==> config.mk <==
export PLATFORM = sky130hd
export DESIGN_NAME = priority_tone_pattern_sequencer
export DESIGN_NICKNAME = d
export VERILOG_FILES = /design/src/hdl/ptps_pkg.sv /design/src/hdl/ptps_seq.sv /design/src/hdl/priority_tone_pattern_sequencer.sv
export SDC_FILE = /design/constraint.sdc
export NUM_CORES = 1
export LEC_CHECK = 0
export BUFFER_PORTS_ARGS = -buffer_cell sky130_fd_sc_hd__buf_2
export CAP_MARGIN = 40
export CORE_AREA = 2 2 101 122
export DETAILED_ROUTE_END_ITERATION = 8
export DIE_AREA = 0 0 103 124
export SYNTH_ARGS = -nofsm -noshare
export SYNTH_HDL_FRONTEND = slang
export SYNTH_SLANG_ARGS = --single-unit
==> constraint.sdc <==
create_clock -name clk -period 4.1 [get_ports clk]
set_clock_uncertainty 0.2 [all_clocks]
set_input_delay 0.41 -clock clk [delete_from_list [all_inputs] [get_ports clk]]
set_output_delay 0.41 -clock clk [all_outputs]
set_load 0.05 [all_outputs]
==> src/hdl/ptps_pkg.sv <==
// Shared types, pattern codes and the segment ROM of the priority tone pattern sequencer.
// Used by ptps_seq, priority_tone_pattern_sequencer and the test files; depends on nothing else.
`timescale 1ns / 1ps

package ptps_pkg;

	// Kinds of input transaction.
	localparam logic KIND_PLAY = 1'b0;
	localparam logic KIND_TICK = 1'b1;

	// Pattern codes, numbered in rising priority.
	localparam logic [2:0] PAT_NONE       = 3'd0;
	localparam logic [2:0] PAT_KEYPRESS   = 3'd1;
	localparam logic [2:0] PAT_STARTUP    = 3'd2;
	localparam logic [2:0] PAT_LOWBATT    = 3'd3;
	localparam logic [2:0] PAT_LINKLOST   = 3'd4;
	localparam logic [2:0] PAT_RADIOERROR = 3'd5;
	localparam logic [2:0] PATTERN_COUNT  = 3'd6;

	// Stream widths, padded to whole bytes.
	localparam int IN_TDATA_W  = 24;
	localparam int OUT_TDATA_W = 32;

	typedef struct packed {
		logic        kind;
		logic [2:0]  pattern_code;
		logic [15:0] tick_ms;
	} ptps_item_t;

	typedef struct packed {
		logic        tone_on;
		logic [10:0] reload_value;
		logic [9:0]  compare_value;
		logic        counter_restart;
		logic [2:0]  active_pattern;
	} ptps_result_t;

	// One ROM segment; the timer values are precomputed from 1e6 / frequency.
	typedef struct packed {
		logic        tone;
		logic [10:0] reload;
		logic [9:0]  compare;
		logic [7:0]  dur_ms;
	} seg_t;

	localparam seg_t SEG_ZERO   = '{tone: 1'b0, reload: 11'd0,    compare: 10'd0,   dur_ms: 8'd0};
	localparam seg_t SEG_2600_35  = '{1'b1, 11'd383,  10'd192, 8'd35};
	localparam seg_t SEG_1800_70  = '{1'b1, 11'd554,  10'd277, 8'd70};
	localparam seg_t SEG_2600_90  = '{1'b1, 11'd383,  10'd192, 8'd90};
	localparam seg_t SEG_1500_120 = '{1'b1, 11'd665,  10'd333, 8'd120};
	localparam seg_t SEG_900_180  = '{1'b1, 11'd1110, 10'd555, 8'd180};
	localparam seg_t SEG_700_250  = '{1'b1, 11'd1427, 10'd714, 8'd250};
	localparam seg_t SIL_40  = '{1'b0, 11'd0, 10'd0, 8'd40};
	localparam seg_t SIL_100 = '{1'b0, 11'd0, 10'd0, 8'd100};
	localparam seg_t SIL_120 = '{1'b0, 11'd0, 10'd0, 8'd120};

	// Number of segments in each pattern.
	function automatic logic [2:0] seg_count(input logic [2:0] pat);
		logic [2:0] cnt;
		cnt = 3'd0;
		unique case (pat)
			PAT_KEYPRESS:   cnt = 3'd1;
			PAT_STARTUP:    cnt = 3'd3;
			PAT_LOWBATT:    cnt = 3'd3;
			PAT_LINKLOST:   cnt = 3'd3;
			PAT_RADIOERROR: cnt = 3'd5;
			default:        cnt = 3'd0;
		endcase
		return cnt;
	endfunction

	// Segment ROM; positions beyond a pattern read as an empty segment.
	function automatic seg_t seg_lookup(input logic [2:0] pat, input logic [3:0] idx);
		seg_t s;
		s = SEG_ZERO;
		unique case (pat)
			PAT_KEYPRESS: begin
				if (idx == 4'd0) s = SEG_2600_35;
			end
			PAT_STARTUP: begin
				unique case (idx)
					4'd0:    s = SEG_1800_70;
					4'd1:    s = SIL_40;
					4'd2:    s = SEG_2600_90;
					default: s = SEG_ZERO;
				endcase
			end
			PAT_LOWBATT: begin
				unique case (idx)
					4'd0:    s = SEG_1500_120;
					4'd1:    s = SIL_100;
					4'd2:    s = SEG_1500_120;
					default: s = SEG_ZERO;
				endcase
			end
			PAT_LINKLOST: begin
				unique case (idx)
					4'd0:    s = SEG_900_180;
					4'd1:    s = SIL_120;
					4'd2:    s = SEG_900_180;
					default: s = SEG_ZERO;
				endcase
			end
			PAT_RADIOERROR: begin
				unique case (idx)
					4'd0:    s = SEG_700_250;
					4'd1:    s = SIL_100;
					4'd2:    s = SEG_700_250;
					4'd3:    s = SIL_100;
					4'd4:    s = SEG_700_250;
					default: s = SEG_ZERO;
				endcase
			end
			default: s = SEG_ZERO;
		endcase
		return s;
	endfunction

endpackage

==> src/hdl/ptps_seq.sv <==
// Playback state and single-pass step logic of the tone pattern sequencer.
// Depends on ptps_pkg for the item/result types and the segment ROM.
`timescale 1ns / 1ps

module ptps_seq
	import ptps_pkg::*;
#(
	parameter int MAX_SEGMENTS = 5,
	parameter int PW           = 3
) (
	input  logic         clk,
	input  logic         arst_n,
	input  logic         adv,
	input  ptps_item_t   item,
	output ptps_result_t result
);

	logic [2:0]    cur_q, cur_d;
	logic [PW-1:0] pos_q, pos_d;
	logic [7:0]    tl_q, tl_d;
	logic          run_q, run_d;
	logic [10:0]   rl_q, rl_d;
	logic [9:0]    cp_q, cp_d;
	logic          restart;
	logic          load;
	logic [PW:0]   next_pos;
	seg_t          seg;

	// Next state for one transaction: request, tick, then segment load.
	always_comb begin
		cur_d    = cur_q;
		pos_d    = pos_q;
		tl_d     = tl_q;
		run_d    = run_q;
		rl_d     = rl_q;
		cp_d     = cp_q;
		restart  = 1'b0;
		load     = 1'b0;
		next_pos = {1'b0, pos_q} + {{PW{1'b0}}, 1'b1};
		seg      = SEG_ZERO;

		if (item.kind == KIND_PLAY) begin
			if (item.pattern_code != PAT_NONE && item.pattern_code >= cur_q) begin
				if (item.pattern_code >= PATTERN_COUNT ||
				    seg_count(item.pattern_code) == 3'd0) begin
					cur_d = PAT_NONE;
					pos_d = '0;
					tl_d  = 8'd0;
					run_d = 1'b0;
				end else begin
					cur_d = item.pattern_code;
					pos_d = '0;
					load  = 1'b1;
				end
			end
		end else if (cur_q != PAT_NONE) begin
			if ({8'd0, tl_q} > item.tick_ms) begin
				tl_d = tl_q - item.tick_ms[7:0];
			end else if (5'(next_pos) >= 5'(seg_count(cur_q)) ||
			             5'(next_pos) >= 5'(MAX_SEGMENTS)) begin
				cur_d = PAT_NONE;
				pos_d = '0;
				tl_d  = 8'd0;
				run_d = 1'b0;
			end else begin
				pos_d = next_pos[PW-1:0];
				load  = 1'b1;
			end
		end

		// Start the segment now selected; a silence keeps the timer values.
		if (load) begin
			seg  = seg_lookup(cur_d, 4'(pos_d));
			tl_d = seg.dur_ms;
			if (seg.tone) begin
				rl_d    = seg.reload;
				cp_d    = seg.compare;
				run_d   = 1'b1;
				restart = 1'b1;
			end else begin
				run_d = 1'b0;
			end
		end
	end

	// State registers, updated once per transaction taken from the input stage.
	always_ff @(posedge clk or negedge arst_n) begin
		if (!arst_n) begin
			cur_q <= PAT_NONE;
			pos_q <= '0;
			tl_q  <= 8'd0;
			run_q <= 1'b0;
			rl_q  <= 11'd0;
			cp_q  <= 10'd0;
		end else if (adv) begin
			cur_q <= cur_d;
			pos_q <= pos_d;
			tl_q  <= tl_d;
			run_q <= run_d;
			rl_q  <= rl_d;
			cp_q  <= cp_d;
		end
	end

	assign result.tone_on         = run_d;
	assign result.reload_value    = rl_d;
	assign result.compare_value   = cp_d;
	assign result.counter_restart = restart;
	assign result.active_pattern  = cur_d;

	// A counter restart only comes with a running tone.
	a_restart_runs: assert property (@(posedge clk) disable iff (!arst_n)
		restart |-> run_d)
		else $error("counter restart without a running tone");

	// A running tone always belongs to a playing pattern.
	a_run_has_pattern: assert property (@(posedge clk) disable iff (!arst_n)
		run_q |-> cur_q != PAT_NONE)
		else $error("tone running while idle");

	// Codes without a pattern never remain as the playing pattern.
	a_no_bad_code: assert property (@(posedge clk) disable iff (!arst_n)
		cur_q != 3'd6 && cur_q != 3'd7)
		else $error("invalid pattern held");

	// State moves only when a transaction is processed.
	a_hold_when_idle: assert property (@(posedge clk) disable iff (!arst_n)
		!adv |=> $stable(cur_q) && $stable(pos_q) && $stable(tl_q))
		else $error("state changed without a transaction");

endmodule

==> src/hdl/priority_tone_pattern_sequencer.sv <==
// Top level of the priority tone pattern sequencer: stream ports, input and result stages.
// Depends on ptps_pkg and ptps_seq.
`timescale 1ns / 1ps

// The block takes one transaction per clock cycle, a play request or a millisecond tick
// (s_tuser), while the output side takes results, and returns exactly one result
// transaction for each; each transaction is registered in the input stage and its result
// in the result register. The single-pass step between the input register and the result
// register does the ROM lookup, one compare and one subtract, so requests and ticks can
// arrive back to back. A stalled result holds in the result register while one more
// transaction waits in the input stage.
// Each result reports whether the PWM tone runs, the held reload (period - 1) and compare
// (period / 2) values, a restart pulse for each tone segment started, and the playing
// pattern (0 when idle). A request for a lower-priority pattern than the one playing is
// ignored; pattern codes above 5 stop playback.
module priority_tone_pattern_sequencer
	import ptps_pkg::*;
#(
	parameter int MAX_SEGMENTS = 5
) (
	input  logic                   clk,
	input  logic                   arst_n,
	input  logic                   s_tvalid,
	output logic                   s_tready,
	input  logic [IN_TDATA_W-1:0]  s_tdata,  // pattern_code[2:0], tick_ms[18:3], zeros
	input  logic                   s_tuser,  // kind[0]
	output logic                   m_tvalid,
	input  logic                   m_tready,
	output logic [OUT_TDATA_W-1:0] m_tdata   // tone_on[0], reload_value[11:1],
	                                         // compare_value[21:12], counter_restart[22],
	                                         // active_pattern[25:23], zeros
);

	localparam int PW = (MAX_SEGMENTS > 1) ? $clog2(MAX_SEGMENTS) : 1;

	logic         v_s1_q;
	ptps_item_t   item_s1;
	logic         v_s2_q;
	ptps_result_t res_s2;
	ptps_result_t result;
	logic         adv;

	// The input stage moves on when the result register is free or being emptied.
	assign adv      = v_s1_q && (!v_s2_q || m_tready);
	assign s_tready = !v_s1_q || adv;

	// Input stage: capture the transaction.
	always_ff @(posedge clk or negedge arst_n) begin
		if (!arst_n) begin
			v_s1_q <= 1'b0;
		end else if (s_tvalid && s_tready) begin
			v_s1_q <= 1'b1;
		end else if (adv) begin
			v_s1_q <= 1'b0;
		end
	end

	always_ff @(posedge clk) begin
		if (s_tvalid && s_tready) begin
			item_s1.kind         <= s_tuser;
			item_s1.pattern_code <= s_tdata[2:0];
			item_s1.tick_ms      <= s_tdata[18:3];
		end
	end

	ptps_seq #(
		.MAX_SEGMENTS(MAX_SEGMENTS),
		.PW          (PW)
	) u_seq (
		.clk   (clk),
		.arst_n(arst_n),
		.adv   (adv),
		.item  (item_s1),
		.result(result)
	);

	// Result stage: holds the result until the output side takes it.
	always_ff @(posedge clk or negedge arst_n) begin
		if (!arst_n) begin
			v_s2_q <= 1'b0;
		end else if (adv) begin
			v_s2_q <= 1'b1;
		end else if (m_tready) begin
			v_s2_q <= 1'b0;
		end
	end

	always_ff @(posedge clk) begin
		if (adv) begin
			res_s2 <= result;
		end
	end

	assign m_tvalid = v_s2_q;
	assign m_tdata  = {6'd0, res_s2.active_pattern, res_s2.counter_restart,
	                   res_s2.compare_value, res_s2.reload_value, res_s2.tone_on};

endmodule

==> qor.csv <==
stage;metric;value;unit
worst_hold_path;hp-start;s_tdata[9];
worst_setup_path;critPathMaxFanout;23;
clock_tree;cts_tree;built;
floorplanning;die_area;12800;µm²
power;power.share.clock;0.253;
worst_setup_path;crit_family;compound AO/OA/AOI/OAI gates;
layout;diodes;0;
sta;layout_setup_ws;0.298;ns
worst_setup_path;cpPeakStageDelay;0.41;ns
worst_setup_path;r2r_slack;0.30;ns
detailed_routing;final_antenna_net_count;0;
floorplanning;die_x;103;µm
synthesis;synth_edf_count;46;
sta;finalCritPeriodShare;0.927;
synthesis;yosysWarningCount;0;
detailed_routing;vias_per_cell;5.24;
sta;min_period;3.80;ns
worst_setup_path;worst_ep_arrival_time;3.69;ns
synthesis;ys_seq_area_frac;0.516;
synthesis;synth_cell_types;70;
synthesis;dominantRegCellSynth;edfxtp_1;
worst_setup_path;end_kind;flip-flop;
power;p_per_area;640;nW/µm²
detailed_routing;detail_route.wirelength;9.89;mm
detailed_routing;num_vias;3475;
floorplanning;start_util;0.393;
sta;finalHoldViolCount;0;
worst_setup_path;start_kind;flip-flop;
worst_setup_path;critPathBufInv;3;
clock_tree;cts_root_buf;clkbuf_16;
clock_tree;cts_sinks;84;
worst_setup_path;crit_chain;inv_1, ha_1, inv_1, fa_1, nand3_1, a21oi_1, o211a_1, o31ai_4, and2_4, inv_2, a211oi_2, a21boi_0, nand2_1, o21a_1;
layout;final_common_cell;nand2_1;
detailed_routing;drc;0;
clock_tree;cts.path.max_buffers;2;
power;p_int;2.16;mW
sta;finalSetupViolCount;0;
layout;register_area;2330;µm²
layout;multi_input_area;2000;µm²
placement;place.gp.congestion;0.909;
power;ir_drop;220;µV
worst_setup_path;required;3.99;ns
synthesis;postSynth.asyncResetShare;0.452;
layout;area_growth;18.8;%
power;seqPwrFrac;0.365;
clock_tree;clock_latency;0.33;ns
sta;rsz0062_at_grt;false;
synthesis;synth_cells;438;
detailed_routing;drt_first_pass_iters;5;
clock_tree;cts_max_level;3;
sta;drv_slew;0;
layout;final_layout_size_suffix_gt1_frac;0.208;
placement;portBuffers;51;
grt;grt_pass1_vias;3428;
floorplanning;rows;43;
sta;setup_tns;0;ns
power;combPwrFrac;0.381;
sta;worstMarginPinSlew;0.815;ns
worst_setup_path;cp_common_cell;inv_1;
clock_tree;path_clk_slew;0.06;ns
floorplanning;core;11500;µm²
power;p_leak;2.32;nW
detailed_routing;routedWlPerCell;14.9;µm
layout;fin_nets;547;
clock_tree;cts_setup_buffers;0;
power;netSwitchingPower;1.28;mW
floorplanning;die_h;124;µm
grt;grt-ovfl-total;0;
synthesis;synth.avg_cell_area;10.3;µm²
synthesis;syn_area;4520;µm²
clock_tree;numCtsBuffers;9;
power;power_switching_share;0.371;
placement;dp_hpwl;7.41;mm
grt;grt_pass1_wl;16.7;mm
floorplanning;ios;63;
detailed_routing;drt_iter0_drc;256;
sta;timing.fmax;263;MHz
worst_setup_path;cp_slowest_cell;o211a_1;
placement;post-place-ws;0.310;ns
sta;slew_headroom;0.457;
layout;mostFrequentLayoutCells;nand2_1 (73), buf_2 (51), edfxtp_1 (46), dfrtp_1 (38), o21ai_0 (26);
grt;grt_max_degree;27;
outcome;outcome;completed;
synthesis;ys_seq_elements;84;
worst_setup_path;startpoint;u_seq.tl_q[0]$_DFFE_PN0P_;
layout;nFillCells;1144;
grt;antenna_found_initial;0;
grt;grtUsageTotal;0.170;
worst_setup_path;path_class;reg -> reg;
flow_run;maxCapViolations;0;
worst_setup_path;rr_startpoint;u_seq.tl_q[0]$_DFFE_PN0P_;
worst_hold_path;hold_path_class;in -> reg;
through the flow:
stage	power, mW	cells	cell area (µm²)	hold slack (ns)	util
2_1_floorplan	2.26	443	4540	-0.0856	-
3_3_place_gp	2.54	645	4990	0.259	0.434
3_5_place_dp	2.58	646	5020	0.198	0.436
4_1_cts	3.47	663	5360	0.0317	0.466
5_1_grt	3.68	663	5370	0.0367	0.466
6_report	3.44	663	5370	0.0459	0.466
area by class of cell:
cell class / count / area share
Clock buffer: 11 / 0.0452
Inverter: 20 / 0.0147
Tap cell: 157 / 0.0366
Sequential cell: 84 / 0.434
Timing Repair Buffer: 72 / 0.0811
Multi-Input combinational cell: 314 / 0.372
Clock inverter: 5 / 0.0158
cells in the mapped netlist (10+ instances only):
cell type,count,area (µm²)
a21o_1,10,75.1
a21oi_1,19,95.1
a31oi_1,10,62.6
dfrtp_1,38,951
edfxtp_1,46,1380
ha_1,16,200
inv_1,16,60.1
nand2_1,73,274
nand3_1,10,50.1
nor2_1,25,93.8
nor3_1,11,55.1
o21a_1,11,82.6
o21ai_0,26,130
power groups by stage:
stage,clock network [mW],registers (mW),logic (mW)
3_3_place_gp,0,1.26,1.27
2_1_floorplan,0,1.46,0.801
5_1_grt,0.926,1.28,1.47
4_1_cts,0.896,1.26,1.31
3_5_place_dp,0,1.27,1.31
6_report,0.870,1.26,1.31
routing by layer:
layer | track usage | up-vias | wire (µm) | share of wire
li1 | - | 1727 | - | -
met2 | 0.283 | 99 | 4890 | 0.49
met4 | 0.0773 | 0 | 235 | 0.024
met5 | 0 | - | 0 | 0
met3 | 0.0320 | 19 | 441 | 0.045
met1 | 0.214 | 1630 | 4330 | 0.44
final timing paths:
| kind | cells after the start | end |
|---|---|---|
| max | 14 | m_tdata[9]$_DFFE_PP_ |
| min | 1 | item_s1[6]$_DFFE_PP_ |
| max reg2reg | 14 | m_tdata[9]$_DFFE_PP_ |
| min reg2reg | 2 | u_seq.cp_q[2]$_DFFE_PN0P_ |
| max in group asynchronous | 3 | u_seq.cp_q[9]$_DFFE_PN0P_ |
| min in group asynchronous | 2 | u_seq.cp_q[8]$_DFFE_PN0P_ |
repair_timing:
item / in CTS / in global routing
hold endpoints to repair: 17 / 0
setup endpoints to repair: 0 / 7
hold buffers: 1 / 0
resized for setup: 0 / 2
flip-flops by register name, summed over array words and instances, names as in the netlist:
name         count
item_s1         20
m_tdata         26
m_tvalid         1
u_seq.cp_q      10
u_seq.cur_q      3
u_seq.pos_q      3
u_seq.rl_q      11
u_seq.run_q      1
u_seq.tl_q       8
v_s1_q           1
cells by family after synthesis:
group                      count (synthesis)  synth area share
AOI/OAI and AO/OA                        133             0.217
other                                      1          0.000829
and+or+nand+nor                          149             0.151
DFF                                       84             0.516
buffers and inverters                     45            0.0484
xor gates and xnor gates                   7            0.0136
adders and majority gates                 19            0.0531
Power figures use the tool's default switching activity.
